$ cat src/hw/rtl/bar_pkg.sv
// Shared types, constants and the arctangent table of the bearing and range core.
`default_nettype none
package bar_pkg;

   localparam int unsigned CORDIC_STAGES_DEF = 24;
   localparam int unsigned TABLE_LEN         = 40;
   localparam int unsigned ANGLE_FRAC        = 16;
   localparam int unsigned PRE_SHIFT         = 24;
   localparam int unsigned COORD_W           = 32;
   localparam int unsigned XY_W              = 60;
   localparam int unsigned Z_W               = 28;
   localparam int unsigned TAB_W             = 27;
   localparam int unsigned SQRT_STEPS        = 32;
   localparam int unsigned REM_W             = 34;
   localparam int unsigned HEAD_W            = 12;
   localparam int unsigned RANGE_PATH_LEN    = SQRT_STEPS + 3;

   typedef struct packed {
      logic signed [COORD_W-1:0] start_x;
      logic signed [COORD_W-1:0] start_y;
      logic signed [COORD_W-1:0] dest_x;
      logic signed [COORD_W-1:0] dest_y;
   } req_type;

   typedef struct packed {
      logic [HEAD_W-1:0]  heading;
      logic [COORD_W-1:0] range;
      logic               range_saturated;
   } rsp_type;

   typedef struct packed {
      logic dx_zero;
      logic dx_neg;
      logic dy_zero;
      logic dy_neg;
   } sign_flags_type;

   typedef struct packed {
      logic signed [XY_W-1:0] x;
      logic signed [XY_W-1:0] y;
      logic signed [Z_W-1:0]  z;
      sign_flags_type         flags;
   } cordic_data_type;

   typedef struct packed {
      logic [2*COORD_W-1:0] s;
      logic [REM_W-1:0]     rem;
      logic [COORD_W-1:0]   root;
      logic                 sat;
   } sqrt_data_type;

   // atan(2^-i) in tenths of a degree with 16 fraction bits.
   function automatic logic [TAB_W-1:0] atan_entry(input int unsigned idx);
      logic [TAB_W-1:0] v;
      case (idx)
         0:  v = 27'd29491200;
         1:  v = 27'd17409672;
         2:  v = 27'd9198793;
         3:  v = 27'd4669451;
         4:  v = 27'd2343786;
         5:  v = 27'd1173036;
         6:  v = 27'd586661;
         7:  v = 27'd293348;
         8:  v = 27'd146676;
         9:  v = 27'd73339;
         10: v = 27'd36669;
         11: v = 27'd18335;
         12: v = 27'd9167;
         13: v = 27'd4584;
         14: v = 27'd2292;
         15: v = 27'd1146;
         16: v = 27'd573;
         17: v = 27'd286;
         18: v = 27'd143;
         19: v = 27'd72;
         20: v = 27'd36;
         21: v = 27'd18;
         22: v = 27'd9;
         23: v = 27'd4;
         24: v = 27'd2;
         25: v = 27'd1;
         26: v = 27'd1;
         default: v = '0;
      endcase
      return v;
   endfunction

endpackage
`default_nettype wire

$ cat src/hw/rtl/bar_sqrt_cell.sv
// One restoring square root digit step with its pipeline register.
`default_nettype none
module bar_sqrt_cell
   import bar_pkg::*;
(
   input  wire logic    clock,
   input  wire logic    en,
   input  wire sqrt_data_type prev,
   output sqrt_data_type next
);

   sqrt_data_type data_ff, data_in;
   logic [REM_W+1:0] partial;
   logic [REM_W+1:0] trial;

   always_comb begin
      partial = {prev.rem, prev.s[2*COORD_W-1 -: 2]};
      trial   = {2'b00, prev.root, 2'b01};
      data_in = prev;
      data_in.s = {prev.s[2*COORD_W-3:0], 2'b00};
      if (partial >= trial) begin
         data_in.rem  = REM_W'(partial - trial);
         data_in.root = {prev.root[COORD_W-2:0], 1'b1};
      end else begin
         data_in.rem  = partial[REM_W-1:0];
         data_in.root = {prev.root[COORD_W-2:0], 1'b0};
      end
   end

   always_ff @(posedge clock) begin
      if (en) begin
         data_ff <= data_in;
      end
   end

   assign next = data_ff;

endmodule
`default_nettype wire

$ cat config.mk
export PLATFORM = sky130hd
export DESIGN_NAME = bar_sqrt_cell
export DESIGN_NICKNAME = d
export VERILOG_FILES = /design/src/hw/rtl/bar_pkg.sv /design/src/hw/rtl/bar_sqrt_cell.sv
export SDC_FILE = /design/constraint.sdc
export NUM_CORES = 1
export LEC_CHECK = 0
export CORE_UTILIZATION = 30
export CTS_CLUSTER_SIZE = 8
export DETAILED_ROUTE_END_ITERATION = 7
export DONT_BUFFER_PORTS = 1
export GPL_TIMING_DRIVEN = 0
export SKIP_CTS_REPAIR_TIMING = 1
export SLEW_MARGIN = 30
export SYNTH_ARGS = -nofsm -noshare
export SYNTH_HDL_FRONTEND = slang
export SYNTH_SLANG_ARGS = --single-unit
$ cat constraint.sdc
create_clock -name clock -period 6.35 [get_ports clock]
set_input_delay 0.3175 -clock clock [delete_from_list [all_inputs] [get_ports clock]]
set_output_delay 0.3175 -clock clock [all_outputs]
set_load 0.005 [all_outputs]
==> impl_metrics.toml, run 1 <==
[worst_setup_path]
cp-end-kind = "flip-flop"
critPathKind = "in -> reg"
cp-start-kind = "primary input"
cp.arrival_ns = 2.76
required_ns = 6.49
worstPathMaxFanout = 10

[grt]
grt_pass1_vias = 4085
use_met3_pct = 5.216
antenna_found_initial = 0
grt_max_degree = 130
grt.met1_usage_pct = 17.03
grtUsageTotal_pct = 15.43
grt_first_pass_wirelength_mm = 24.74
grt_busiest_layer = "met2"
grt_overflow = 0
met2_usage_pct = 27.22

[sta]
period_needed_ns = 2.622
fmax_mhz = 381.3
finalCritPeriodShare_pct = 41.30
rsz0062_at_grt = "no"
slew_headroom_pct = 54.73
setup-tns-final_ns = 0
setup_viol = 0
hold_ws_ns = 0.04723
worstMarginPinSlew_ns = 0.6761
slew_violations = 0
hold_viol = 0

[cells_and_area]
n_antenna_cell = 0
nFillCells = 1921
area_growth_pct = 29.95
largest_register_ffs = 129
final_common_cell = "edfxtp_1"
final_cell_mix = "edfxtp_1 (129), dlygate4sd3_1 (95), nand2_1 (58)"
num-nets-final = 790
fin_util_pct = 40.23
final_layout_size_suffix_gt1_share_pct = 10.24

[logic_synthesis]
async_reset_ff_share_pct = 0
syn_avg_cell_area_sq_um = 12.49
synth-edff-count = 129
synth.cell_area_sq_mm = 0.006345
ys_seq_area_share_pct = 61.05
ys_ff_latch = 129
ys.flop_type = "edfxtp_1"
postSynthCellCount = 508
yosys_warnings = 0
ys_types = 62

[die]
initial_core_util_pct = 30.96
dieHeight_um = 147.4
dieArea_sq_mm = 0.02174
fp-row-count = 52
coreArea_sq_mm = 0.02049
pin_count = 264
die_w_um = 147.4

[pwr]
cellPowerDensity_mw_per_mm2 = 294.5
p_comb_share_pct = 13.0
ir_worst_vdd_v = 0.0001437
seq_power_share_pct = 45.1
p_sw_share_pct = 25.22
p_switching_w = 0.0006126
p_int_w = 0.001816
clkPwrFrac_pct = 41.8
leakage_nw = 3.184

[detailed_routing]
vias_per_cell = 4.987
routedWlPerCell_um = 19.64
dr.first_iter.drc_count = 199
totalWireLength_mm = 17.78
via_count = 4513
drc = 0
detail_route.first_pass.iterations = 4
ant_nets = 0

[clock_tree]
cts_made_buffers = 17
cts-root-buf = "clkbuf_16"
clk_pin_slew_worst_paths_ns = 0.06
cts_tree = "yes"
cts.htree.levels = 4
cts.path.max_buffers = 2
clkSinkCount = 129

[flow_run]
max_cap_viol_count = 0

[min_path]
hold_class = "in -> reg"

[placement]
finalWeightedCongestion = 0.8076
dpl.hpwl_mm = 13.05
place.port_buffers = 0

[status]
status = "complete, no violations"
## power by group through the flow
stage | registers (W) | logic, W | clock network [W]
after global routing | 0.00110 | 0.000349 | 0.00108
after CTS | 0.00110 | 0.000265 | 0.00105
after detailed placement | 0.00112 | 0.000263 | 0
after floorplan | 0.00109 | 0.000207 | 0
final | 0.00110 | 0.000316 | 0.00102
after global placement | 0.00111 | 0.000257 | 0
## synthesized netlist by cell type (3+ instances only)
cell,instances,area [sq um]
buf_2,6,30.03
a21oi_1,28,140.1
xor2_1,13,113.9
edfxtp_1,129,3874
nand2_1,58,217.7
nand4_1,6,37.54
and2_1,3,18.77
xnor2_1,14,122.6
o41ai_2,3,48.80
and3_2,3,22.52
mux2i_1,4,40.04
o31ai_1,4,30.03
o21ai_0,41,205.2
ha_1,34,425.4
clkbuf_1,4,15.01
nand2b_1,5,31.28
nor2_1,18,67.56
o21ai_1,4,20.02
inv_1,42,157.7
o21a_1,3,22.52
nor3_1,10,50.05
nand3_1,6,30.03
a31oi_1,4,25.02
a21o_1,19,142.6
## path summary, 6_finish.rpt
| check | slack (ns) | cells past startpoint | start | endpoint |
|---|---|---|---|---|
| setup / recovery | 3.73 | 11 | prev[1] | next[55] |
| hold / removal | 0.05 | 0 | en | next[92] |
## layer usage
layer / vias to the layer above / share of wire (%)
met5: - / 0
li1: 2103 / -
met4: 0 / 1.3
met2: 199 / 51
met3: 14 / 6.8
met1: 2197 / 41
## cell families (layout without fill, tap and decap cells)
group	count (synthesis)	count (layout)	share of synthesized area [%]
simple gates	120	120	8.835
other cells	1	2	0.05910
compound gates	133	133	14.69
xor+xnor	27	27	3.727
fa+ha+maj	34	34	6.705
buf+inv	59	185	4.062
flops	129	129	61.05
mux	5	5	0.8676
## worst max-delay path: stages
cell and delay (ns):
inv_1 0.02, ha_1 0.34, nor2b_1 0.16, o31a_1 0.30
o21ai_0 0.20, o211ai_1 0.32, a211oi_1 0.32, o21a_1 0.17
buf_6 0.15, buf_2 0.29, o21ai_0 0.16
## cell type report
cell class                      count  area (sq um)  share of cell area [%]
Inverter                           43         162.7                   1.973
Buffer                             16         95.09                   1.153
Tap cell                          270         337.8                   4.097
Sequential cell                   129          3874                   46.98
Timing Repair Buffer               95         950.9                   11.53
Clock buffer                       17         425.4                   5.159
Clock inverter                     14         182.7                   2.215
Multi-Input combinational cell    321          2217                   26.89
## per-stage QoR
stage | setup slack (ns) | std cells | total power, W | cell area (sq um)
finish | 3.728 | 905 | 0.002428 | 8245
global route | 3.584 | 905 | 0.002529 | 8245
CTS | 3.717 | 810 | 0.002412 | 7295
detailed placement | 3.287 | 779 | 0.001379 | 6686
global placement | 3.296 | 779 | 0.001372 | 6686
floorplan | 3.774 | 509 | 0.001301 | 6349
Note: power is estimated with default switching activity, not from simulation.
==> inputs of run 2 (changes only) <==
==> constraint.sdc (replaced) <==
create_clock -name clock -period 2.55 [get_ports clock]
set_input_delay 0.1275 -clock clock [delete_from_list [all_inputs] [get_ports clock]]
set_output_delay 0.1275 -clock clock [all_outputs]
set_load 0.005 [all_outputs]
==> run 2 against run 1 <==
Net effect: the run now ends with hold timing left; worst setup slack worse by 3.6 ns; via count up 2.7%; core utilization up 1.5 points; combinational power rose to 2.6 times the previous value; hold slack worse by 0.22 ns; die area unchanged; power rose to 2.5 times the previous value; sequential share of layout area down 1.7 points; cell count up 3.4%; sequential power up 150%; clock power up 150%; count of clock-buffer cells in the layout unchanged; critical endpoint is now next[35].
==> impl_metrics.toml, run 2 (same netlist as run 1, synthesis figures left out) <==
[status]
status = "finished, violations left"
violations = "hold timing"

[clock_tree]
cts_tree = "yes"
clkSinkCount = 129
cts_made_buffers = 17
cts.path.max_buffers = 2
cts-root-buf = "clkbuf_16"
clk_pin_slew_worst_paths_ns = 0.06
cts.htree.levels = 4

[detailed_routing]
routedWlPerCell_um = 19.58
detail_route.first_pass.iterations = 4
dr_wl_met3_mm = 1.140
ant_nets = 0
top_layer_used = "met4"
drt-met1-wl_mm = 7.431
dr.first_iter.drc_count = 171
via_count = 4633
drc = 0
dr_wl_met2_mm = 9.533
vias_per_cell = 4.950
totalWireLength_mm = 18.33

[cells_and_area]
design_area_sq_mm = 0.008561
fin_util_pct = 41.77
final_layout_size_suffix_gt1_share_pct = 9.760
nFillCells = 1903
area_growth_pct = 34.92
final_common_cell = "edfxtp_1"
final_cell_mix = "edfxtp_1 (129), dlygate4sd3_1 (126), nand2_1 (58)"
n_antenna_cell = 0
largest_register_ffs = 129
num-nets-final = 821

[die]
fp-row-count = 52
pin_count = 264
initial_core_util_pct = 30.96
die_w_um = 147.4
dieHeight_um = 147.4
dieArea_sq_mm = 0.02174
coreArea_sq_mm = 0.02049

[placement]
post_dp_cell_area_sq_mm = 0.006686
place_ws_ns = -0.3226
dpl.hpwl_mm = 13.05
finalWeightedCongestion = 0.8076
place.port_buffers = 0

[grt]
grtUsageTotal_pct = 15.43
grt_max_degree = 130
grt_overflow = 0
antenna_found_initial = 0
grt_pass1_vias = 4085
grt_first_pass_wirelength_mm = 24.74

[flow_run]
max_cap_viol_count = 0

[worst_setup_path]
cp-start-kind = "primary input"
critPathKind = "in -> reg"
slowest_stage = "ha_1"
cp-end-kind = "flip-flop"
path_cells = "inv_1 > ha_1 > nor2b_1 > o31a_1 > o21ai_0 > o211ai_1 > a211oi_1 > o21a_1 > buf_6 > buf_2 > nand2_1 > o21ai_0"
crit_path_frequent_cell = "o21ai_0"
cp_slowest_stage_delay_ns = 0.35
worstPathMaxFanout = 10
cp.arrival_ns = 2.63
required_ns = 2.78

[sta]
setup_viol = 0
fmax_mhz = 417.0
setup_slack_ns = 0.1517
slew_headroom_pct = 54.53
setup-tns-final_ns = 0
hold_ws_ns = -0.1708
worstMarginPinSlew_ns = 0.6791
period_needed_ns = 2.398
finalCritPeriodShare_pct = 94.05
hold_viol = 129
slew_violations = 0

[pwr]
p_total_w = 0.006091
leakage_nw = 3.313
ir_worst_vdd_v = 0.0003570
cellPowerDensity_mw_per_mm2 = 711.5

[min_path]
min_path_cells = 0
hold_end = "next[91]"
holdCritStartpoint = "en"
hold_class = "in -> reg"
-- run 2: final cells by class --
| type | instances | area (sq um) | area share (%) |
|---|---|---|---|
| tap | 270 | 337.8 | 3.946 |
| inverter | 43 | 162.7 | 1.900 |
| clock buffer | 17 | 425.4 | 4.969 |
| clock inverter | 14 | 182.7 | 2.134 |
| buffer | 16 | 100.1 | 1.169 |
| timing repair buffer | 126 | 1261 | 14.73 |
| multi-input combinational | 321 | 2217 | 25.90 |
| sequential | 129 | 3874 | 45.25 |
-- run 2: power by group --
group	switching, W	total, W	leakage (nW)	internal [W]
clock	0.000981	0.00253	0.286	0.00155
sequential	0.000125	0.00273	1.26	0.00260
combinational	0.000431	0.000828	1.77	0.000397
-- run 2: worst max-delay path by stage --
| stage | startpoint | end | cells after the start |
|---|---|---|---|
| floorplan | prev[10] | next[60] | 10 |
| global placement | prev[1] | next[55] | 11 |
| detailed placement | prev[1] | next[55] | 11 |
| CTS | prev[1] | next[53] | 11 |
| global route | prev[16] | next[39] | 12 |
| finish | prev[1] | next[35] | 12 |
-- run 2: worst max-delay path, delay by kind of cell --
kind / cells / cell delay [ns]
AND/OR/NAND/NOR: 2 / 0.26
adder cells (fa/ha/maj): 1 / 0.35
buffers and inverters: 3 / 0.47
AO/OA/AOI/OAI: 6 / 1.42
-- run 2: stage by stage --
stage	std cells	hold slack, ns
finish	936	-0.1708
global route	936	-0.1964
CTS	810	-0.2126
detailed placement	779	0.2264
global placement	779	0.2264
floorplan	509	0.2264
-- run 2: per-layer routing --
metal / up-vias / global-route usage [%]
met5: - / 0
met4: 0 / 6.082
met3: 13 / 5.216
met2: 200 / 27.22
met1: 2252 / 17.03
li1: 2168 / -
==> inputs of run 3 (changes only) <==
--- a/config.mk
+++ b/config.mk
@@ -6,6 +6,7 @@
 export NUM_CORES = 1
 export LEC_CHECK = 0
 export CORE_UTILIZATION = 30
+export CTS_BUF_LIST = sky130_fd_sc_hd__clkbuf_4 sky130_fd_sc_hd__clkbuf_8
 export CTS_CLUSTER_SIZE = 8
 export DETAILED_ROUTE_END_ITERATION = 7
 export DONT_BUFFER_PORTS = 1
==> run 3 against run 2 <==
Net effect: largest power group unchanged; maximum frequency increased by 0.86%; cell area decreased by 2.1%; worst setup slack improved by 0.020 ns; highest routed layer unchanged; sequential share of layout area increased by 0.95 points; sequential power about the same; hold slack got worse by 0.030 ns; wire length increased by 0.69%; global-route usage about the same; critical endpoint is now next[55]; the flow still finishes with violations (hold timing); power decreased by 11%.
==> impl_metrics.toml, run 3 (same netlist as run 1, synthesis figures left out) <==
[clock_tree]
cts_tree = "yes"
cts.htree.levels = 4
cts-root-buf = "clkbuf_8"
clkSinkCount = 129
cts_made_buffers = 17
cts.path.max_buffers = 2
clk_pin_slew_worst_paths_ns = 0.08

[pwr]
p_int_w = 0.003980
seq_power_share_pct = 50.1
p_switching_w = 0.001462
p_total_w = 0.005442
cellPowerDensity_mw_per_mm2 = 649.1
clkPwrFrac_pct = 34.7
leakage_nw = 3.235
ir_worst_vdd_v = 0.0002413
p_sw_share_pct = 26.87
p_comb_share_pct = 15.3

[status]
violations = "hold timing"
status = "finished, violations left"

[cells_and_area]
multi_input_area_sq_mm = 0.002217
final_layout_size_suffix_gt1_share_pct = 9.731
final_cell_mix = "edfxtp_1 (129), dlygate4sd3_1 (128), nand2_1 (58)"
num-nets-final = 823
area_growth_pct = 32.14
seqCellArea_sq_mm = 0.003874
fin_util_pct = 40.91
largest_register_ffs = 129
nFillCells = 1940
n_antenna_cell = 0
final_common_cell = "edfxtp_1"

[detailed_routing]
routedWlPerCell_um = 19.67
ant_nets = 0
totalWireLength_mm = 18.45
via_count = 4654
detail_route.first_pass.iterations = 4
dr.first_iter.drc_count = 205
drc = 0
vias_per_cell = 4.962

[min_path]
hold_end = "next[104]"
min_path_cells = 0
holdCritStartpoint = "en"
hold_class = "in -> reg"

[sta]
period_needed_ns = 2.378
setup-tns-final_ns = 0
worstMarginPinSlew_ns = 0.6296
hold_viol = 129
hold_ws_ns = -0.2012
rsz0062_at_grt = "no"
setup_slack_ns = 0.1721
slew_violations = 0
fmax_mhz = 420.5
finalCritPeriodShare_pct = 93.25
slew_headroom_pct = 57.57
setup_viol = 0

[die]
coreArea_sq_mm = 0.02049
fp-row-count = 52
initial_core_util_pct = 30.96
pin_count = 264
die_w_um = 147.4
dieArea_sq_mm = 0.02174
dieHeight_um = 147.4

[grt]
grt_max_degree = 130
grt_first_pass_wirelength_mm = 24.78
grt_pass1_vias = 4093
grt_overflow = 0
grtUsageTotal_pct = 15.48
antenna_found_initial = 0

[worst_setup_path]
critPathKind = "in -> reg"
cp_slowest_stage_delay_ns = 0.39
cp-start-kind = "primary input"
worstPathMaxFanout = 10
path_cells = "inv_1 > ha_1 > a21o_1 > a221oi_1 > o31a_1 > o221ai_1 > a211oi_1 > o21a_1 > buf_6 > buf_2 > o21ai_0"
cp-end-kind = "flip-flop"
required_ns = 2.72
cp_num_buf_inv = 3
slowest_stage = "ha_1"
cp_top_family = "compound AO/OA/AOI/OAI gates"
cp.arrival_ns = 2.55

[flow_run]
max_cap_viol_count = 0

[placement]
place.port_buffers = 0
place_ws_ns = -0.3226
dpl.hpwl_mm = 13.05
finalWeightedCongestion = 0.8076
==> run 3: changes by cell type in the layout (fill, tap and decap cells not counted), sizes merged <==
cell | before | now
dlygate4sd3 | 126 | 128
buf | 7 | 9
clkbuf | 26 | 24
==> run 3: area by class of cell <==
cell class / count / area share [%]
Timing Repair Buffer: 128 / 15.28
Clock buffer: 17 / 2.791
Tap cell: 270 / 4.029
Clock inverter: 14 / 2.179
Buffer: 16 / 1.134
Inverter: 43 / 1.940
Multi-Input combinational cell: 321 / 26.44
Sequential cell: 129 / 46.20
==> run 3: worst max-delay path by stage <==
stage / start / end / cells after the start
floorplan: prev[10] / next[60] / 10
global placement: prev[1] / next[55] / 11
detailed placement: prev[1] / next[55] / 11
CTS: prev[1] / next[53] / 11
global route: prev[16] / next[53] / 11
finish: prev[16] / next[55] / 11
==> run 3: power groups by stage <==
stage,combinational (W),clock (W),sequential [W]
global placement,0.000639,0,0.00278
finish,0.000831,0.00189,0.00272
CTS,0.000660,0.00196,0.00273
detailed placement,0.000656,0,0.00278
global route,0.000914,0.00203,0.00275
floorplan,0.000515,0,0.00273
==> run 3: routing by layer <==
metal | vias up | GRT usage, % | routed length [um]
met5 | - | 0 | 0
met4 | 0 | 5.309 | 164
met3 | 12 | 5.741 | 1163
met2 | 194 | 27.26 | 9651
met1 | 2285 | 17.09 | 7474
li1 | 2163 | - | -
==> run 3: stage by stage <==
step	instances	cell area [sq um]
after floorplan	509	6349
after global placement	779	6686
after detailed placement	779	6686
after CTS	810	7103
after global routing	938	8384
final	938	8384
